<file path="src/rtl/brf_pkg.sv">
// Types and constants of the byte ring FIFO.
`default_nettype none

package brf_pkg;

    localparam int OP_W      = 2;
    localparam int DATA_W    = 8;
    localparam int FILL_W    = 6;
    localparam int S_TDATA_W = 16;
    localparam int M_TDATA_W = 16;

    typedef enum logic [OP_W-1:0] {
        OP_PUSH  = 2'd0,
        OP_POP   = 2'd1,
        OP_PEEK  = 2'd2,
        OP_FLUSH = 2'd3
    } op_t;

    typedef enum logic {
        ST_IDLE = 1'b0,
        ST_READ = 1'b1
    } state_t;

endpackage

`default_nettype wire

</file>
<file path="src/rtl/brf_ram.sv">
// Generic single-port-write, single-port-read RAM with a registered read.
`default_nettype none

module brf_ram #(
    parameter int WIDTH = 8,
    parameter int DEPTH = 64
) (
    input  wire logic                     clk,
    input  wire logic                     wr_en,
    input  wire logic [$clog2(DEPTH)-1:0] wr_addr,
    input  wire logic [WIDTH-1:0]         wr_data,
    input  wire logic                     rd_en,
    input  wire logic [$clog2(DEPTH)-1:0] rd_addr,
    output logic      [WIDTH-1:0]         rd_data
);

    logic [WIDTH-1:0] mem [DEPTH];

    always_ff @(posedge clk) begin
        if (wr_en) begin
            mem[wr_addr] <= wr_data;
        end
        if (rd_en) begin
            rd_data <= mem[rd_addr];
        end
    end

endmodule

`default_nettype wire

</file>
<file path="src/rtl/byte_ring_fifo.sv">
// Byte ring FIFO: a circular byte store with push, pop, peek and flush items.
//
// Usage. Each item on the slave channel (s_tvalid, s_tready, s_tdata) carries
// an operation and a byte; each item gives exactly one result item on the
// master channel (m_tvalid, m_tready, m_tdata), in order. The store holds at
// most DEPTH-1 bytes so that equal pointers mean empty. A push into a full
// store drops the byte and flags it; a pop or peek of an empty store flags
// that and returns zero. Every result reports the fill count after the item.
//
// Throughput. A push or a flush shows its result in the cycle after
// acceptance, so these run at one item per cycle while each result is taken.
// A pop or a peek passes the store read register and then the output register,
// as the byte comes from the synchronous store memory; no item is taken meanwhile.
//
// Reset. aresetn (synchronous, active low) empties the FIFO by clearing both
// pointers and drops any result that is waiting. The memory is not cleared;
// the pointer rules never let an unwritten slot be read.
//
// Back-pressure. The result sits in an output register; while the receiver
// holds m_tready low it stays there and no new item is accepted, except when
// the waiting result is taken in the same cycle.
`default_nettype none

module byte_ring_fifo #(
    parameter int DEPTH = 64
) (
    input  wire logic                           aclk,
    input  wire logic                           aresetn,
    // s_tdata, from bit 0: operation[1:0], data_in[9:2], zero padding[15:10].
    input  wire logic                           s_tvalid,
    output logic                                s_tready,
    input  wire logic [brf_pkg::S_TDATA_W-1:0]  s_tdata,
    // m_tdata, from bit 0: data_out[7:0], was_empty[8], dropped[9],
    // fill_count[15:10].
    output logic                                m_tvalid,
    input  wire logic                           m_tready,
    output logic      [brf_pkg::M_TDATA_W-1:0]  m_tdata
);

    import brf_pkg::*;

    localparam int AW = $clog2(DEPTH);

    state_t              state_reg, state_next;
    logic [AW-1:0]       wp_reg, wp_next;
    logic [AW-1:0]       rp_reg, rp_next;
    logic                rd_empty_reg, rd_empty_next;
    logic                m_valid_reg, m_valid_next;
    logic [M_TDATA_W-1:0] m_data_reg, m_data_next;

    logic                s_accept;
    op_t                 op;
    logic [DATA_W-1:0]   din;
    logic [AW-1:0]       wp_inc, rp_inc;
    logic                is_empty, is_full;
    logic                ram_we, ram_re;
    logic [DATA_W-1:0]   ram_rdata;

    logic                res_load;
    logic [DATA_W-1:0]   res_data;
    logic                res_empty;
    logic                res_drop;
    logic [AW:0]         cnt_diff, cnt_mod;

    // Pointers advance and wrap at DEPTH-1, so any depth works, not only powers of two.
    assign wp_inc   = (wp_reg == AW'(DEPTH - 1)) ? '0 : wp_reg + 1'b1;
    assign rp_inc   = (rp_reg == AW'(DEPTH - 1)) ? '0 : rp_reg + 1'b1;
    assign is_empty = (wp_reg == rp_reg);
    assign is_full  = (wp_inc == rp_reg);

    assign op       = op_t'(s_tdata[OP_W-1:0]);
    assign din      = s_tdata[OP_W +: DATA_W];
    assign s_tready = (state_reg == ST_IDLE) && (!m_valid_reg || m_tready);
    assign s_accept = s_tvalid && s_tready;

    always_comb begin
        state_next    = state_reg;
        wp_next       = wp_reg;
        rp_next       = rp_reg;
        rd_empty_next = rd_empty_reg;
        ram_we        = 1'b0;
        ram_re        = 1'b0;
        res_load      = 1'b0;
        res_data      = '0;
        res_empty     = 1'b0;
        res_drop      = 1'b0;

        case (state_reg)
            ST_IDLE: begin
                if (s_accept) begin
                    case (op)
                        OP_PUSH: begin
                            res_load = 1'b1;
                            res_drop = is_full;
                            if (!is_full) begin
                                ram_we  = 1'b1;
                                wp_next = wp_inc;
                            end
                        end
                        OP_POP, OP_PEEK: begin
                            // The byte comes next cycle; the read pointer moves now.
                            ram_re        = 1'b1;
                            rd_empty_next = is_empty;
                            state_next    = ST_READ;
                            if (!is_empty && (op == OP_POP)) begin
                                rp_next = rp_inc;
                            end
                        end
                        OP_FLUSH: begin
                            res_load = 1'b1;
                            wp_next  = '0;
                            rp_next  = '0;
                        end
                        default: begin
                            res_load = 1'b1;
                        end
                    endcase
                end
            end
            ST_READ: begin
                res_load   = 1'b1;
                res_empty  = rd_empty_reg;
                res_data   = rd_empty_reg ? '0 : ram_rdata;
                state_next = ST_IDLE;
            end
            default: begin
                state_next = ST_IDLE;
            end
        endcase
    end

    // Fill count after the item: (write - read) modulo DEPTH, low bits kept.
    assign cnt_diff = {1'b0, wp_next} - {1'b0, rp_next};
    assign cnt_mod  = (wp_next >= rp_next) ? cnt_diff : cnt_diff + (AW + 1)'(DEPTH);

    always_comb begin
        m_valid_next = m_valid_reg;
        m_data_next  = m_data_reg;
        if (res_load) begin
            m_valid_next = 1'b1;
            m_data_next  = {FILL_W'(cnt_mod), res_drop, res_empty, res_data};
        end else if (m_tready) begin
            m_valid_next = 1'b0;
        end
    end

    always_ff @(posedge aclk) begin
        if (!aresetn) begin
            state_reg    <= ST_IDLE;
            wp_reg       <= '0;
            rp_reg       <= '0;
            m_valid_reg  <= 1'b0;
        end else begin
            state_reg    <= state_next;
            wp_reg       <= wp_next;
            rp_reg       <= rp_next;
            m_valid_reg  <= m_valid_next;
        end
    end

    always_ff @(posedge aclk) begin
        rd_empty_reg <= rd_empty_next;
        m_data_reg   <= m_data_next;
    end

    brf_ram #(
        .WIDTH (DATA_W),
        .DEPTH (DEPTH)
    ) u_store (
        .clk     (aclk),
        .wr_en   (ram_we),
        .wr_addr (wp_reg),
        .wr_data (din),
        .rd_en   (ram_re),
        .rd_addr (rp_reg),
        .rd_data (ram_rdata)
    );

    assign m_tvalid = m_valid_reg;
    assign m_tdata  = m_data_reg;

endmodule

`default_nettype wire

</file>
<file path="config.mk">
export PLATFORM = sky130hd
export DESIGN_NAME = byte_ring_fifo
export DESIGN_NICKNAME = d
export VERILOG_FILES = /design/src/rtl/brf_pkg.sv /design/src/rtl/brf_ram.sv /design/src/rtl/byte_ring_fifo.sv
export SDC_FILE = /design/constraint.sdc
export NUM_CORES = 1
export LEC_CHECK = 0
export BUFFER_PORTS_ARGS = -buffer_cell sky130_fd_sc_hd__buf_2
export CELL_PAD_IN_SITES_DETAIL_PLACEMENT = 1
export CELL_PAD_IN_SITES_GLOBAL_PLACEMENT = 1
export CORE_UTILIZATION = 35
export DETAILED_ROUTE_END_ITERATION = 6
export GPL_ROUTABILITY_DRIVEN = 0
export PLACE_DENSITY_LB_ADDON = 0.1
export SLEW_MARGIN = 15
export SYNTH_ARGS = -nofsm -noshare
export SYNTH_HDL_FRONTEND = slang
export SYNTH_SLANG_ARGS = --single-unit
export TNS_END_PERCENT = 5
</file>
<file path="constraint.sdc">
create_clock -name aclk -period 4.4 [get_ports aclk]
set_clock_uncertainty 0.1 [all_clocks]
set_input_delay 1.32 -clock aclk [delete_from_list [all_inputs] [get_ports aclk]]
set_output_delay 1.32 -clock aclk [all_outputs]
set_load 0.02 [all_outputs]
</file>
==> results.cfg <==
[run_status]
status = completed

[cells_and_area]
nFillCells = 5811
syn_to_final_growth_pct = 16.06
largest_register_ff_count = 512
final_common_cell = edfxtp_1
final_area_sq_um = 25490
drive_gt1_share_pct = 33.70
top_register = u_store.mem
final_nets = 1181
final_cell_count_no_fill = 2028
mostFrequentLayoutCells = edfxtp_1, mux4_2, buf_4

[critical_path]
cp_max_fo = 5
r2r_start = wp_reg[4]
worstRegToRegCells = 13
endpoint_kind = register
cp_slowest_cell = nor4b_1
cp-start-kind = input port
startpoint = s_tdata[0]
crit_family = compound AO/OA/AOI/OAI gates
required_ns = 4.65
criticalPathCategory = input port to register
crit_cells = 17
rrSetupSlack_ns = 0.60
endpoint = m_tdata[15]
arrival_ns = 4.08
critPathMostFrequentCell = a21o_1
worst-path-buf-inv = 3
cp_cell_sequence = buf_2 > inv_1 > ha_1 > nand2b_1 > nor4b_1 > o31a_1 > nand2_1 > mux2_2 > nor2_1 > ha_1 > inv_1 > a21o_1 > a21o_1 > a21o_1 > a21oi_1 > xor2_1 > xnor2_1
slowest_delay_ns = 0.37
r2r-end = m_tdata[15]

[clock_tree]
cts_hold_buf = 0
clock_path_buffers = 3
cts_tree = done
cts_buffers = 57
cts_root_buffer = clkbuf_16
htree_num_levels = 2
clk_latency_ns = 0.61
cts.reportedPaths.clkPinSlew_ns = 0.06
postCtsResizedCells = 0
cts.sinks = 551
cts_setup_buffers = 0

[route]
vias = 10480
drt-vias-per-instance = 5.170
first_pass_iters = 5
drtIter0Drc = 838
wirelength_microns = 55350
drc = 0
ant_nets = 0
wl_per_cell_microns = 27.29

[job]
cap_viol_max_count = 0

[placement]
dp_slack_ns = -0.1167
dp_hpwl_microns = 34150
portBuffers = 31
dp.cells = 1928
placed_area_sq_um = 23760

[synthesis]
syn_inst = 1016
synth_fp_nets = 1047
ys_seq_elements = 551
synth_edf_count = 537
synthTopCellsByArea = edfxtp_1, mux4_2, dfxtp_1
synth_top_area_share_pct = 73.41
yosysTopAreaCell = edfxtp_1
async_reset_ff_share_pct = 0
ys.flop_type = edfxtp_1
ys_types = 46
yosysWarnings = 0
synth.avg_cell_area_sq_um = 21.62
synth_area_sq_um = 21960
ys_seq_area_share_pct = 74.69

[global_routing]
track_usage_pct = 17.91
grt_overflow_total = 0
grt_start_max_net_pins = 58
grt_pass1_wl_microns = 81650
grt_pass1_vias = 11320
antenna_found_initial = 0

[sta]
max_freq_mhz = 261.2
timing.final.ws_setup_ns = 0.5717
drv_slew = 0
hold_viol_final = 0
period_share_pct = 87.01
max_slew_margin_pct = 25.12
fin_crit_ns = 3.828
worst_slew_pin_slew_ns = 1.123
rsz0062_at_grt = no
setup_viol = 0
fin_worst_hold_slack_ns = 0.4323

[die]
die_area_sq_um = 63760
start_util_pct = 35.53
die_width_microns = 252.5
ios = 38
coreArea_sq_um = 61830
rows = 91
die_h_microns = 252.5

[pwr]
leakage_nw = 7.797
ir_drop_mv = 0.2722
power.density_nw_per_um2 = 418.5
total_power_mw = 10.67

[worst_hold_path]
hold_path.class = register to register
[where the power goes]
group,switching [mW],internal (mW)
clock,1.95,2.65
combinational,0.205,0.0742
sequential,0.00642,5.78
total,2.16,8.51
[kinds of logic (layout without fill, tap and decap cells)]
kind of cell,Yosys count,after routing,synth area share [%]
XOR/XNOR,19,19,0.7576
flip-flops,551,551,74.69
AND/OR/NAND/NOR,159,159,3.828
AO/OA/AOI/OAI,30,30,0.9969
adder cells (fa/ha/maj),11,11,0.6608
multiplexers,172,172,17.42
buffers and inverters,74,248,1.646
other,0,1,0
[synthesized netlist by cell type, types with 3 or more instances]
| library cell | number |
|---|---|
| nand3b_1 | 3 |
| nand2_1 | 20 |
| edfxtp_1 | 537 |
| inv_1 | 9 |
| clkbuf_1 | 30 |
| a21oi_1 | 10 |
| nor3_1 | 35 |
| nor4_1 | 25 |
| buf_6 | 8 |
| ha_1 | 10 |
| buf_2 | 19 |
| nand2b_1 | 3 |
| xnor2_1 | 12 |
| a21o_1 | 6 |
| xor2_1 | 7 |
| dfxtp_1 | 14 |
| buf_1 | 8 |
| and2_1 | 11 |
| or3_1 | 5 |
| and3_1 | 6 |
| nor2b_1 | 5 |
| nand3_1 | 10 |
| and4_1 | 3 |
| nor2_1 | 26 |
| mux4_2 | 168 |
[per-stage QoR]
| stage | TNS [ns] | util (%) |
|---|---|---|
| after floorplan | 0 | - |
| after global placement | -0.08994 | 38.43 |
| after detailed placement | -0.2122 | 38.43 |
| after CTS | 0 | 41.23 |
| after global routing | 0 | 41.23 |
| final | 0 | 41.23 |
[metal layers]
| metal | vias up | global-route usage (%) | routed length, microns |
|---|---|---|---|
| li1 | 4531 | - | - |
| met1 | 5707 | 26.31 | 26510 |
| met2 | 171 | 28.08 | 25950 |
| met3 | 75 | 2.513 | 1739 |
| met4 | 0 | 4.519 | 1158 |
| met5 | - | 0 | 0 |
[worst register-to-register path: cells and delay by family (launching register included)]
kind,cells,cell delay [ns]
simple gates,3,0.82
compound gates,6,1.09
flops,1,0.58
fa+ha+maj,1,0.27
xor+xnor,2,0.28
mux,1,0.40
[area by class of cell]
cell class	instances	area [sq um]	area share (%)
Multi-Input combinational cell	391	5291	20.76
Tap cell	837	1047	4.108
Sequential cell	551	16420	64.39
Clock buffer	74	1490	5.845
Antenna cell	1	2.502	0.009816
Clock inverter	25	236.5	0.9276
Timing Repair Buffer	140	975.9	3.828
Inverter	9	33.78	0.1325
[worst min path at each step]
| stage | startpoint | end | slack (ns) | cells past startpoint |
|---|---|---|---|---|
| 2_1_floorplan | u_store.rd_data[0] | m_tdata[0] | 0.40 | 1 |
| 3_3_place_gp | u_store.rd_data[0] | m_tdata[0] | 0.42 | 1 |
| 3_5_place_dp | u_store.rd_data[0] | m_tdata[0] | 0.41 | 1 |
| 4_1_cts | u_store.rd_data[0] | m_tdata[0] | 0.43 | 1 |
| 5_1_grt | u_store.rd_data[0] | m_tdata[0] | 0.45 | 1 |
| 6_report | u_store.rd_data[0] | m_tdata[0] | 0.43 | 1 |
(Power assumes the default switching activity.)
